### config.mk
export PLATFORM = sky130hd
export DESIGN_NAME = servo_angle_speed_controller_top
export DESIGN_NICKNAME = d
export VERILOG_FILES = /design/src/rtl/sasc_pkg.sv /design/src/rtl/servo_angle_speed_controller_top.sv /design/src/rtl/sasc_position.sv /design/src/rtl/sasc_speed.sv
export VERILOG_INCLUDE_DIRS = /design/src /design/src/rtl
export SDC_FILE = /design/constraint.sdc
export NUM_CORES = 2
export LEC_CHECK = 0
export BUFFER_PORTS_ARGS = -buffer_cell sky130_fd_sc_hd__buf_2
export CELL_PAD_IN_SITES_DETAIL_PLACEMENT = 2
export CELL_PAD_IN_SITES_GLOBAL_PLACEMENT = 2
export CORE_MARGIN = 4
export CORE_UTILIZATION = 41
export CTS_BUF_LIST = sky130_fd_sc_hd__clkbuf_8
export DETAILED_ROUTE_END_ITERATION = 12
export PLACE_DENSITY = 0.77
export SLEW_MARGIN = 20
export SYNTH_ARGS = -nofsm -noshare
export SYNTH_HDL_FRONTEND = slang
export SYNTH_SLANG_ARGS = --single-unit
### constraint.sdc
create_clock -name clk -period 13.31 [get_ports clk]
set_clock_uncertainty 0.2 [all_clocks]
set_input_delay 1.331 -clock clk [delete_from_list [all_inputs] [get_ports clk]]
set_output_delay 1.331 -clock clk [all_outputs]
set_load 0.01 [all_outputs]
### src/rtl/servo_angle_speed_controller_top_macros.svh
// ============================================================================
// Assertion macros for the servo angle and speed controller
// Short forms for the concurrent checks at the end of the top level.
// ============================================================================
`ifndef SERVO_ANGLE_SPEED_CONTROLLER_TOP_MACROS_SVH
`define SERVO_ANGLE_SPEED_CONTROLLER_TOP_MACROS_SVH

// The consequent must hold in the same cycle as the antecedent.
`define SASC_ASSERT_SAME(lbl, ante, cons, msg) \
    lbl: assert property (@(posedge clk) disable iff (!rst_n) (ante) |-> (cons)) \
        else $error(msg);

// The consequent must hold in the cycle after the antecedent.
`define SASC_ASSERT_NEXT(lbl, ante, cons, msg) \
    lbl: assert property (@(posedge clk) disable iff (!rst_n) (ante) |=> (cons)) \
        else $error(msg);

`endif

### src/rtl/sasc_pkg.sv
// ============================================================================
// sasc_pkg
// Shared types and constants of the servo angle and speed controller.
// ============================================================================
`default_nettype none

package sasc_pkg;

    // Number of pipeline stages ahead of the output register, counting the
    // input register as stage 1.
    localparam int NUM_STAGES = 7;

    typedef enum logic [2:0] {
        CFG_STOP_BAND         = 3'd0,
        CFG_SLOW_BAND         = 3'd1,
        CFG_SLOW_SPEED        = 3'd2,
        CFG_MAX_SPEED         = 3'd3,
        CFG_GAIN_TENTHS       = 3'd4,
        CFG_PULSE_OFFSET      = 3'd5,
        CFG_DRIVE_CENTER      = 3'd6,
        CFG_REVERSE_DIRECTION = 3'd7
    } cfg_index_t;

    typedef struct packed {
        logic [7:0] stop_band;
        logic [7:0] slow_band;
        logic [6:0] slow_speed;
        logic [6:0] max_speed;
        logic [7:0] gain_tenths;
        logic [7:0] pulse_offset;
        logic [7:0] drive_center;
        logic       reverse_direction;
    } cfg_t;

    localparam cfg_t CFG_RESET = '{
        stop_band:         8'd3,
        slow_band:         8'd8,
        slow_speed:        7'd30,
        max_speed:         7'd90,
        gain_tenths:       8'd27,
        pulse_offset:      8'd30,
        drive_center:      8'd90,
        reverse_direction: 1'b0
    };

    // Load strobes for every pipeline stage and for the output register.
    typedef struct packed {
        logic [NUM_STAGES:1] stage_load;
        logic                out_load;
    } pipe_ctrl_t;

    typedef struct packed {
        logic [7:0]        drive;
        logic signed [7:0] sspeed;
        logic              at_rest;
        logic [10:0]       position;
    } result_t;

    localparam logic [14:0] SUM_MAX     = 15'd32767;
    localparam logic [10:0] POS_MAX     = 11'd2047;
    localparam logic [12:0] SPEED_LIMIT = 13'd90;
    localparam logic [7:0]  DRIVE_LIMIT = 8'd180;
    localparam logic [8:0]  FULL_TURN   = 9'd360;
    localparam logic [8:0]  HALF_TURN   = 9'd180;

    // Position scale 342/1000: multiply by 342, then divide by 1000 through
    // a reciprocal that is exact for every product below 2^24.
    localparam logic [8:0]  POS_SCALE   = 9'd342;
    localparam logic [24:0] RECIP_1000  = 25'd17179870;
    localparam int          SHIFT_1000  = 34;

    // Divide by 10 through a reciprocal that is exact for 16-bit values.
    localparam logic [16:0] RECIP_10    = 17'd104858;
    localparam int          SHIFT_10    = 20;

endpackage

`default_nettype wire

### src/rtl/servo_angle_speed_controller_top.sv
// ============================================================================
// servo_angle_speed_controller_top: proportional servo position control
// A request passes through the pipeline stages and the output register to the result.
// Throughput: one request per cycle while in_stall is low; the pulse accumulator updates once per request.
// Reset clears the accumulator, sample count and position, empties the
// pipeline and loads every configuration register with its default.
// ============================================================================
`default_nettype none

`include "servo_angle_speed_controller_top_macros.svh"

module servo_angle_speed_controller_top #(
    parameter int SAMPLES_PER_AVERAGE = 5
) (
    input  wire logic               clk,
    input  wire logic               rst_n,

    // Configuration write port
    input  wire logic               cfg_write,
    input  wire logic [2:0]         cfg_index,
    input  wire logic [7:0]         cfg_data,

    // Request channel
    input  wire logic               in_valid,
    output logic                    in_stall,
    input  wire logic [11:0]        pulse_width,
    input  wire logic [8:0]         target_angle,

    // Result channel
    output logic                    out_valid,
    input  wire logic               out_stall,
    output logic [7:0]              drive_value,
    output logic signed [7:0]       signed_speed,
    output logic                    at_rest,
    output logic [10:0]             position_deg
);

    // ------------------------------------------------------------------------
    // The datapath is a seven-stage pipeline followed by an output register.
    // Stage 1 is the input register. Leaving stage 1, the pulse sample is
    // added into the accumulator; the accumulator is read and written in that
    // same move, so a request can enter on every clock while nothing stalls.
    // Stages 3 to 5 form the averaged position (divide by the sample count,
    // scale by 342/1000) with one multiplier per stage. When an averaging
    // request moves into stage 6, the position registers are updated; every
    // request behind it sees the new position, every request ahead of it has
    // already used the old one. Stages 6 and 7 form the error and the speed.
    //
    // Each stage advances when the next one is empty or advancing itself, so
    // bubbles close up and the block keeps taking requests while a finished
    // result waits in the output register.
    // ------------------------------------------------------------------------

    localparam int NS = sasc_pkg::NUM_STAGES;

    sasc_pkg::cfg_t       cfg_reg;
    sasc_pkg::pipe_ctrl_t ctrl;
    sasc_pkg::result_t    result;

    logic [NS:1]   stage_valid_reg, stage_valid_next;
    logic [NS:1]   stage_move;
    logic [NS+1:1] stage_ready;
    logic          accept;
    logic          out_valid_reg, out_valid_next;
    sasc_pkg::result_t out_data_reg;

    logic [8:0]  tgt_mod;
    logic [10:0] item_position;
    logic [8:0]  pos_mod;

    // Configuration registers. Every index of the port maps to a register.
    always_ff @(posedge clk or negedge rst_n)
    begin
        if (!rst_n)
        begin
            cfg_reg <= sasc_pkg::CFG_RESET;
        end
        else if (cfg_write)
        begin
            case (sasc_pkg::cfg_index_t'(cfg_index))
                sasc_pkg::CFG_STOP_BAND:         cfg_reg.stop_band         <= cfg_data;
                sasc_pkg::CFG_SLOW_BAND:         cfg_reg.slow_band         <= cfg_data;
                sasc_pkg::CFG_SLOW_SPEED:        cfg_reg.slow_speed        <= cfg_data[6:0];
                sasc_pkg::CFG_MAX_SPEED:         cfg_reg.max_speed         <= cfg_data[6:0];
                sasc_pkg::CFG_GAIN_TENTHS:       cfg_reg.gain_tenths       <= cfg_data;
                sasc_pkg::CFG_PULSE_OFFSET:      cfg_reg.pulse_offset      <= cfg_data;
                sasc_pkg::CFG_DRIVE_CENTER:      cfg_reg.drive_center      <= cfg_data;
                sasc_pkg::CFG_REVERSE_DIRECTION: cfg_reg.reverse_direction <= cfg_data[0];
                default:                         cfg_reg                   <= cfg_reg;
            endcase
        end
    end

    // Pipeline flow control. The output register is free when it is empty or
    // its result is being taken; readiness then ripples back stage by stage.
    always_comb
    begin
        stage_ready[NS + 1] = !out_valid_reg || !out_stall;
        for (int k = NS; k >= 1; k--)
        begin
            stage_move[k]  = stage_valid_reg[k] && stage_ready[k + 1];
            stage_ready[k] = !stage_valid_reg[k] || stage_move[k];
        end
        accept = in_valid && stage_ready[1];

        stage_valid_next[1] = accept || (stage_valid_reg[1] && !stage_move[1]);
        ctrl.stage_load[1]  = accept;
        for (int k = 2; k <= NS; k++)
        begin
            stage_valid_next[k] = stage_move[k - 1] || (stage_valid_reg[k] && !stage_move[k]);
            ctrl.stage_load[k]  = stage_move[k - 1];
        end
        ctrl.out_load  = stage_move[NS];
        out_valid_next = stage_move[NS] || (out_valid_reg && out_stall);
    end

    always_ff @(posedge clk or negedge rst_n)
    begin
        if (!rst_n)
        begin
            stage_valid_reg <= '0;
            out_valid_reg   <= 1'b0;
        end
        else
        begin
            stage_valid_reg <= stage_valid_next;
            out_valid_reg   <= out_valid_next;
        end
    end

    sasc_position #(
        .SAMPLES_PER_AVERAGE(SAMPLES_PER_AVERAGE)
    ) u_position (
        .clk           (clk),
        .rst_n         (rst_n),
        .ctrl          (ctrl),
        .cfg           (cfg_reg),
        .pulse_width   (pulse_width),
        .target_angle  (target_angle),
        .tgt_mod       (tgt_mod),
        .item_position (item_position),
        .pos_mod       (pos_mod)
    );

    sasc_speed u_speed (
        .clk           (clk),
        .ctrl          (ctrl),
        .cfg           (cfg_reg),
        .tgt_mod       (tgt_mod),
        .item_position (item_position),
        .pos_mod       (pos_mod),
        .result        (result)
    );

    // Output register: holds a result steady while the consumer stalls.
    always_ff @(posedge clk)
    begin
        if (ctrl.out_load)
            out_data_reg <= result;
    end

    assign in_stall     = !stage_ready[1];
    assign out_valid    = out_valid_reg;
    assign drive_value  = out_data_reg.drive;
    assign signed_speed = out_data_reg.sspeed;
    assign at_rest      = out_data_reg.at_rest;
    assign position_deg = out_data_reg.position;

    // A shown result reports rest exactly when its signed speed is zero.
    `SASC_ASSERT_SAME(a_rest_matches_speed, out_valid_reg, at_rest == (signed_speed == 8'sd0), "at_rest disagrees with signed_speed")

    // The drive command never leaves the servo's range.
    `SASC_ASSERT_SAME(a_drive_in_range, out_valid_reg, drive_value <= sasc_pkg::DRIVE_LIMIT, "drive_value above its limit")

    // A request held in the input stage is never dropped.
    `SASC_ASSERT_NEXT(a_stage1_holds, stage_valid_reg[1] && !stage_move[1], stage_valid_reg[1], "request lost from the input stage")

endmodule

`default_nettype wire

### src/rtl/sasc_position.sv
// ============================================================================
// sasc_position
// Input register, pulse accumulator and the pipelined position estimate.
// ============================================================================
`default_nettype none

module sasc_position #(
    parameter int SAMPLES_PER_AVERAGE = 5
) (
    input  wire logic                clk,
    input  wire logic                rst_n,
    input  wire sasc_pkg::pipe_ctrl_t ctrl,
    input  wire sasc_pkg::cfg_t      cfg,
    input  wire logic [11:0]         pulse_width,
    input  wire logic [8:0]          target_angle,
    output logic [8:0]               tgt_mod,
    output logic [10:0]              item_position,
    output logic [8:0]               pos_mod
);

    localparam logic [3:0]  AVG_COUNT = 4'(SAMPLES_PER_AVERAGE);
    localparam int          SHIFT_N   = 19;
    localparam logic [19:0] RECIP_N   =
        20'((2 ** SHIFT_N + SAMPLES_PER_AVERAGE - 1) / SAMPLES_PER_AVERAGE);

    function automatic logic [8:0] wrap_turn(input logic [10:0] deg);
        logic [10:0] r;
        begin
            if (deg >= 11'd1800)
                r = deg - 11'd1800;
            else if (deg >= 11'd1440)
                r = deg - 11'd1440;
            else if (deg >= 11'd1080)
                r = deg - 11'd1080;
            else if (deg >= 11'd720)
                r = deg - 11'd720;
            else if (deg >= 11'd360)
                r = deg - 11'd360;
            else
                r = deg;
            return r[8:0];
        end
    endfunction

    // State
    logic [14:0] pulse_sum_reg, pulse_sum_next;
    logic [3:0]  sample_count_reg, sample_count_next;
    logic [10:0] averaged_position_reg;
    logic [8:0]  pos_mod_reg;

    // Stage payloads
    logic [11:0] pw1_reg;
    logic [8:0]  tgt1_reg;
    logic [8:0]  tmod2_reg, tmod3_reg, tmod4_reg, tmod5_reg;
    logic        avg2_reg, avg3_reg, avg4_reg, avg5_reg;
    logic [14:0] sum2_reg;
    logic [14:0] q3_reg;
    logic [23:0] y4_reg;
    logic [10:0] p5_reg;

    logic [11:0] sample;
    logic [15:0] sum_wide;
    logic [14:0] sum_sat;
    logic [3:0]  count_inc;
    logic        avg_now;
    logic [8:0]  tmod_in;
    logic [34:0] prod3;
    logic [23:0] prod4;
    logic [48:0] prod5;
    logic [13:0] p_wide;
    logic [10:0] p_sat;

    always_comb
    begin
        sample    = (pw1_reg > {4'd0, cfg.pulse_offset}) ?
                    pw1_reg - {4'd0, cfg.pulse_offset} : 12'd0;
        sum_wide  = {1'b0, pulse_sum_reg} + {4'd0, sample};
        sum_sat   = (sum_wide > {1'b0, sasc_pkg::SUM_MAX}) ? sasc_pkg::SUM_MAX
                                                           : sum_wide[14:0];
        count_inc = sample_count_reg + 4'd1;
        avg_now   = (count_inc >= AVG_COUNT);
        tmod_in   = (tgt1_reg >= sasc_pkg::FULL_TURN) ? tgt1_reg - sasc_pkg::FULL_TURN
                                                      : tgt1_reg;
        pulse_sum_next    = avg_now ? 15'd0 : sum_sat;
        sample_count_next = avg_now ? 4'd0 : count_inc;
    end

    assign prod3  = 35'(sum2_reg) * 35'(RECIP_N);
    assign prod4  = 24'(q3_reg) * 24'(sasc_pkg::POS_SCALE);
    assign prod5  = 49'(y4_reg) * 49'(sasc_pkg::RECIP_1000);
    assign p_wide = prod5[sasc_pkg::SHIFT_1000 +: 14];
    assign p_sat  = (p_wide > {3'd0, sasc_pkg::POS_MAX}) ? sasc_pkg::POS_MAX
                                                         : p_wide[10:0];

    always_ff @(posedge clk or negedge rst_n)
    begin
        if (!rst_n)
        begin
            pulse_sum_reg         <= '0;
            sample_count_reg      <= '0;
            averaged_position_reg <= '0;
            pos_mod_reg           <= '0;
        end
        else
        begin
            if (ctrl.stage_load[2])
            begin
                pulse_sum_reg    <= pulse_sum_next;
                sample_count_reg <= sample_count_next;
            end
            if (ctrl.stage_load[6] && avg5_reg)
            begin
                averaged_position_reg <= p5_reg;
                pos_mod_reg           <= wrap_turn(p5_reg);
            end
        end
    end

    always_ff @(posedge clk)
    begin
        if (ctrl.stage_load[1])
        begin
            pw1_reg  <= pulse_width;
            tgt1_reg <= target_angle;
        end
        if (ctrl.stage_load[2])
        begin
            tmod2_reg <= tmod_in;
            avg2_reg  <= avg_now;
            sum2_reg  <= sum_sat;
        end
        if (ctrl.stage_load[3])
        begin
            tmod3_reg <= tmod2_reg;
            avg3_reg  <= avg2_reg;
            q3_reg    <= prod3[SHIFT_N +: 15];
        end
        if (ctrl.stage_load[4])
        begin
            tmod4_reg <= tmod3_reg;
            avg4_reg  <= avg3_reg;
            y4_reg    <= prod4;
        end
        if (ctrl.stage_load[5])
        begin
            tmod5_reg <= tmod4_reg;
            avg5_reg  <= avg4_reg;
            p5_reg    <= p_sat;
        end
    end

    assign tgt_mod       = tmod5_reg;
    assign item_position = avg5_reg ? p5_reg : averaged_position_reg;
    assign pos_mod       = pos_mod_reg;

endmodule

`default_nettype wire

### src/rtl/sasc_speed.sv
// ============================================================================
// sasc_speed
// Wrapped angle error, dead band selection, speed clamp and drive value.
// ============================================================================
`default_nettype none

module sasc_speed (
    input  wire logic                 clk,
    input  wire sasc_pkg::pipe_ctrl_t ctrl,
    input  wire sasc_pkg::cfg_t       cfg,
    input  wire logic [8:0]           tgt_mod,
    input  wire logic [10:0]          item_position,
    input  wire logic [8:0]           pos_mod,
    output sasc_pkg::result_t         result
);

    logic [8:0]  tgt6_reg;
    logic [10:0] pos6_reg;
    logic [7:0]  mag7_reg;
    logic        neg7_reg;
    logic [15:0] prod7_reg;
    logic [10:0] pos7_reg;

    logic signed [10:0] diff;
    logic signed [10:0] wrapped;
    logic signed [10:0] err;
    logic [10:0]        mag_wide;
    logic [7:0]         mag;
    logic [15:0]        prod6;

    logic [32:0]        scaled_prod;
    logic [12:0]        scaled;
    logic [12:0]        speed_wide;
    logic [6:0]         speed;
    logic               forward;
    logic signed [7:0]  sspeed;
    logic signed [9:0]  drive_wide;
    logic [7:0]         drive;

    // Error in [-180, 179] from the target and position, both already reduced mod 360.
    always_comb
    begin
        diff = $signed({2'b00, tgt6_reg}) - $signed({2'b00, pos_mod})
             + $signed({2'b00, sasc_pkg::HALF_TURN});
        if (diff < 0)
            wrapped = diff + $signed({2'b00, sasc_pkg::FULL_TURN});
        else if (diff >= $signed({2'b00, sasc_pkg::FULL_TURN}))
            wrapped = diff - $signed({2'b00, sasc_pkg::FULL_TURN});
        else
            wrapped = diff;
        err      = wrapped - $signed({2'b00, sasc_pkg::HALF_TURN});
        mag_wide = (err < 0) ? 11'(-err) : 11'(err);
        mag      = mag_wide[7:0];
        prod6    = {8'd0, mag} * {8'd0, cfg.gain_tenths};
    end

    always_ff @(posedge clk)
    begin
        if (ctrl.stage_load[6])
        begin
            tgt6_reg <= tgt_mod;
            pos6_reg <= item_position;
        end
        if (ctrl.stage_load[7])
        begin
            mag7_reg  <= mag;
            neg7_reg  <= err[10];
            prod7_reg <= prod6;
            pos7_reg  <= pos6_reg;
        end
    end

    assign scaled_prod = 33'(prod7_reg) * 33'(sasc_pkg::RECIP_10);
    assign scaled      = scaled_prod[sasc_pkg::SHIFT_10 +: 13];

    always_comb
    begin
        if (mag7_reg < cfg.stop_band)
        begin
            speed_wide = 13'd0;
        end
        else
        begin
            if (mag7_reg < cfg.slow_band)
            begin
                speed_wide = {6'd0, cfg.slow_speed};
            end
            else
            begin
                speed_wide = scaled;
                if (speed_wide < {6'd0, cfg.slow_speed})
                    speed_wide = {6'd0, cfg.slow_speed};
            end
            if (speed_wide > {6'd0, cfg.max_speed})
                speed_wide = {6'd0, cfg.max_speed};
        end
        if (speed_wide > sasc_pkg::SPEED_LIMIT)
            speed_wide = sasc_pkg::SPEED_LIMIT;
        speed = speed_wide[6:0];

        // A negative error turns forward; the reverse bit swaps the sense.
        forward = neg7_reg ^ cfg.reverse_direction;
        if (speed == 7'd0)
            sspeed = 8'sd0;
        else if (forward)
            sspeed = $signed({1'b0, speed});
        else
            sspeed = -$signed({1'b0, speed});

        drive_wide = $signed({2'b00, cfg.drive_center}) + $signed({{2{sspeed[7]}}, sspeed});
        if (drive_wide < 0)
            drive = 8'd0;
        else if (drive_wide > $signed({2'b00, sasc_pkg::DRIVE_LIMIT}))
            drive = sasc_pkg::DRIVE_LIMIT;
        else
            drive = drive_wide[7:0];

        result.drive    = drive;
        result.sspeed   = sspeed;
        result.at_rest  = (speed == 7'd0);
        result.position = pos7_reg;
    end

endmodule

`default_nettype wire
==> results.py <==
metrics = {
    "run_status": {
        "status": "completed",
    },
    "die": {
        "core_mm2": 0.0822,
        "die_h_um": 296,
        "initial_core_util": 0.414,
        "ios": 67,
        "rows": 105,
        "die_w_um": 296,
        "dieArea_mm2": 0.0877,
    },
    "worst_setup_path": {
        "crit_slowest_cell": "fa_1",
        "path_depth": 57,
        "critPathCaptureType": "flop",
        "r2r_end": "drive_value[5]",
        "crit_family": "adder cells",
        "critPathCapture": "drive_value[5]",
        "ff2ff_path_depth": 57,
        "worstSetupStartpointType": "flop",
        "crit_required_ns": 13.53,
        "cp-startpoint": "u_speed.prod7_reg[2]",
        "critPathBufInv": 6,
        "r2r_start": "u_speed.prod7_reg[2]",
        "arrival_ns": 13.18,
        "critPathMaxFanout": 8,
        "r2r_slack_ns": 0.35,
        "path_class": "reg2reg",
        "max_stage_delay_ns": 0.56,
    },
    "synth": {
        "synth_cell_type_count": 86,
        "yosysWarningCount": 0,
        "synthArstFlopShare": 0.326,
        "syn-cell-area_mm2": 0.0340,
        "avgSynthCellArea_um2": 10.6,
        "ys_seq_elements": 304,
        "yosysSeqAreaShare": 0.254,
        "synth_edf_count": 205,
        "synthFlopType": "edfxtp_1",
        "syn_nets": 4240,
        "syn_inst": 3210,
    },
    "detailed_routing": {
        "drt-initial-drc-count": 975,
        "drt_pre_antenna_iters": 5,
        "finalWirelength_um": 101000,
        "wl_per_cell_um": 22.5,
        "drtAntennaViolNets": 0,
        "drc_errors": 0,
        "vias_per_cell": 5.33,
        "vias": 23873,
    },
    "layout": {
        "layout-drive-gt1-share": 0.108,
        "area_delta_synth_final_pct": 10.2,
        "nNetsFinal": 4385,
        "final_area_mm2": 0.0375,
        "largest_reg_flops": 55,
    },
    "clocking": {
        "htree_levels": 2,
        "clock_latency_ns": 0.70,
        "postCtsHoldBufs": 0,
        "clkTransAtPathRegs_ns": 0.06,
        "clock-sinks": 304,
        "cts_buffer_depth": 3,
        "numCtsBuffers": 57,
        "cts_root_buf": "clkbuf_8",
        "cts_tree": "yes",
    },
    "placement": {
        "dp_slack_ns": -0.674,
        "portBuffers": 66,
        "dp_hpwl_um": 82500,
        "placed_area_mm2": 0.0358,
        "gp_congestion": 0.886,
    },
    "sta": {
        "period_share": 0.974,
        "max_slew_margin": 0.282,
        "min_period_ns": 12.96,
        "worstMarginPinSlew_ns": 1.08,
        "fin_ws_ns": 0.350,
        "setup_viol": 0,
        "fmax_mhz": 77.2,
        "hold_viol": 0,
        "slew_viol_final": 0,
    },
    "worst_hold_path": {
        "hp-class": "reg2reg",
    },
    "global_routing": {
        "grt_start_max_net_pins": 68,
        "grt_usage": 0.231,
        "grt_pass1_vias": 28401,
        "antenna_found_initial": 3,
        "grt_overflow_total": 0,
        "grt_pass1_wl_um": 159000,
    },
    "run": {
        "max_cap_viol_count": 0,
    },
}
[Yosys cell counts, types with 13 or more instances]
master,instances,share of area
nand2b_1,31,0.0057
o21ai_0,106,0.016
nand2_1,144,0.016
clkbuf_1,30,0.0033
and3_1,16,0.0029
nand4_1,13,0.0024
o21bai_1,36,0.0079
nor2_1,90,0.0099
dfrtp_1,76,0.056
a211oi_1,13,0.0029
edfxtp_1,205,0.18
nor2b_1,37,0.0068
xor2_1,38,0.0098
o21a_1,13,0.0029
a21oi_1,128,0.019
nand3_1,26,0.0038
and2_1,26,0.0048
mux2_2,55,0.018
fa_1,345,0.20
ha_1,648,0.24
a21o_1,61,0.013
inv_1,738,0.081
dfstp_2,23,0.018
or2_2,15,0.0028
nor3_1,25,0.0037
xnor2_1,85,0.022
[timing repair]
action / CTS / global route
resized for setup: 23 / 40
buffers inserted: 10 / 17
setup endpoints to repair: 8 / 8
pin swaps: 7 / 22
endpoints found under the hold margin: 0 / 0
[logic make-up after synthesis]
family / count (synthesis) / share of synthesized area
and+or+nand+nor: 463 / 0.0682
DFF: 304 / 0.254
buffers and inverters: 772 / 0.0854
xor gates and xnor gates: 127 / 0.0336
AOI/OAI and AO/OA: 486 / 0.0963
adders and majority gates: 993 / 0.441
muxes: 65 / 0.0211
[area by class of cell]
type / instances / area, um^2
inverters: 739 / 2770
multi-input cells: 2134 / 22800
clock inverters: 44 / 299
clock buffers: 64 / 881
well taps: 1070 / 1340
diodes: 2 / 5.00
repair buffers: 119 / 731
flip-flops and latches: 304 / 8660
fillers: 8514 / 44700
[per-stage QoR]
step,TNS (ns),instances,hold WS [ns],util
2_1_floorplan,0,3210,0.200,-
3_3_place_gp,-0.0354,4339,0.201,0.435
3_5_place_dp,-3.68,4339,0.206,0.435
4_1_cts,0,4457,0.208,0.452
5_1_grt,-1.76,4474,0.213,0.456
6_report,0,4476,0.215,0.456
[routing by layer]
layer	GRT usage	wire length, um
met5	0	0
met4	0.0381	1690
met3	0.0197	2500
met2	0.434	52800
met1	0.294	43900
[worst min path at each step]
stage                                 start                 endpoint  slack, ns  cells after the start
finish                  u_speed.pos7_reg[4]          position_deg[4]       0.22                      0
detailed placement  u_position.tmod2_reg[2]  u_position.tmod3_reg[2]       0.21                      0
floorplan               u_speed.pos7_reg[0]          position_deg[0]       0.20                      0
global route        u_position.tmod3_reg[1]  u_position.tmod4_reg[1]       0.21                      0
global placement        u_speed.pos6_reg[5]      u_speed.pos7_reg[5]       0.20                      0
CTS                 u_position.tmod3_reg[0]  u_position.tmod4_reg[0]       0.21                      0
[layout by cell type, fill, tap and decap left out, drive strengths merged, types with 14 or more instances in the layout]
cell type,count
inv,765
ha,648
fa,345
edfxtp,205
nand2,144
a21oi,129
buf,119
o21ai,110
nor2,90
xnor2,89
dfrtp,76
clkbuf,64
a21o,61
mux2,55
xor2,38
nor2b,37
o21bai,36
nand2b,31
and2,27
nand3,26
nor3,26
dfstp,23
and3,16
or2,15
clkinv,15
a211oi,14
Power is not shown: default switching activity piles up to over one toggle a cycle in this logic, so the estimate is an artifact.
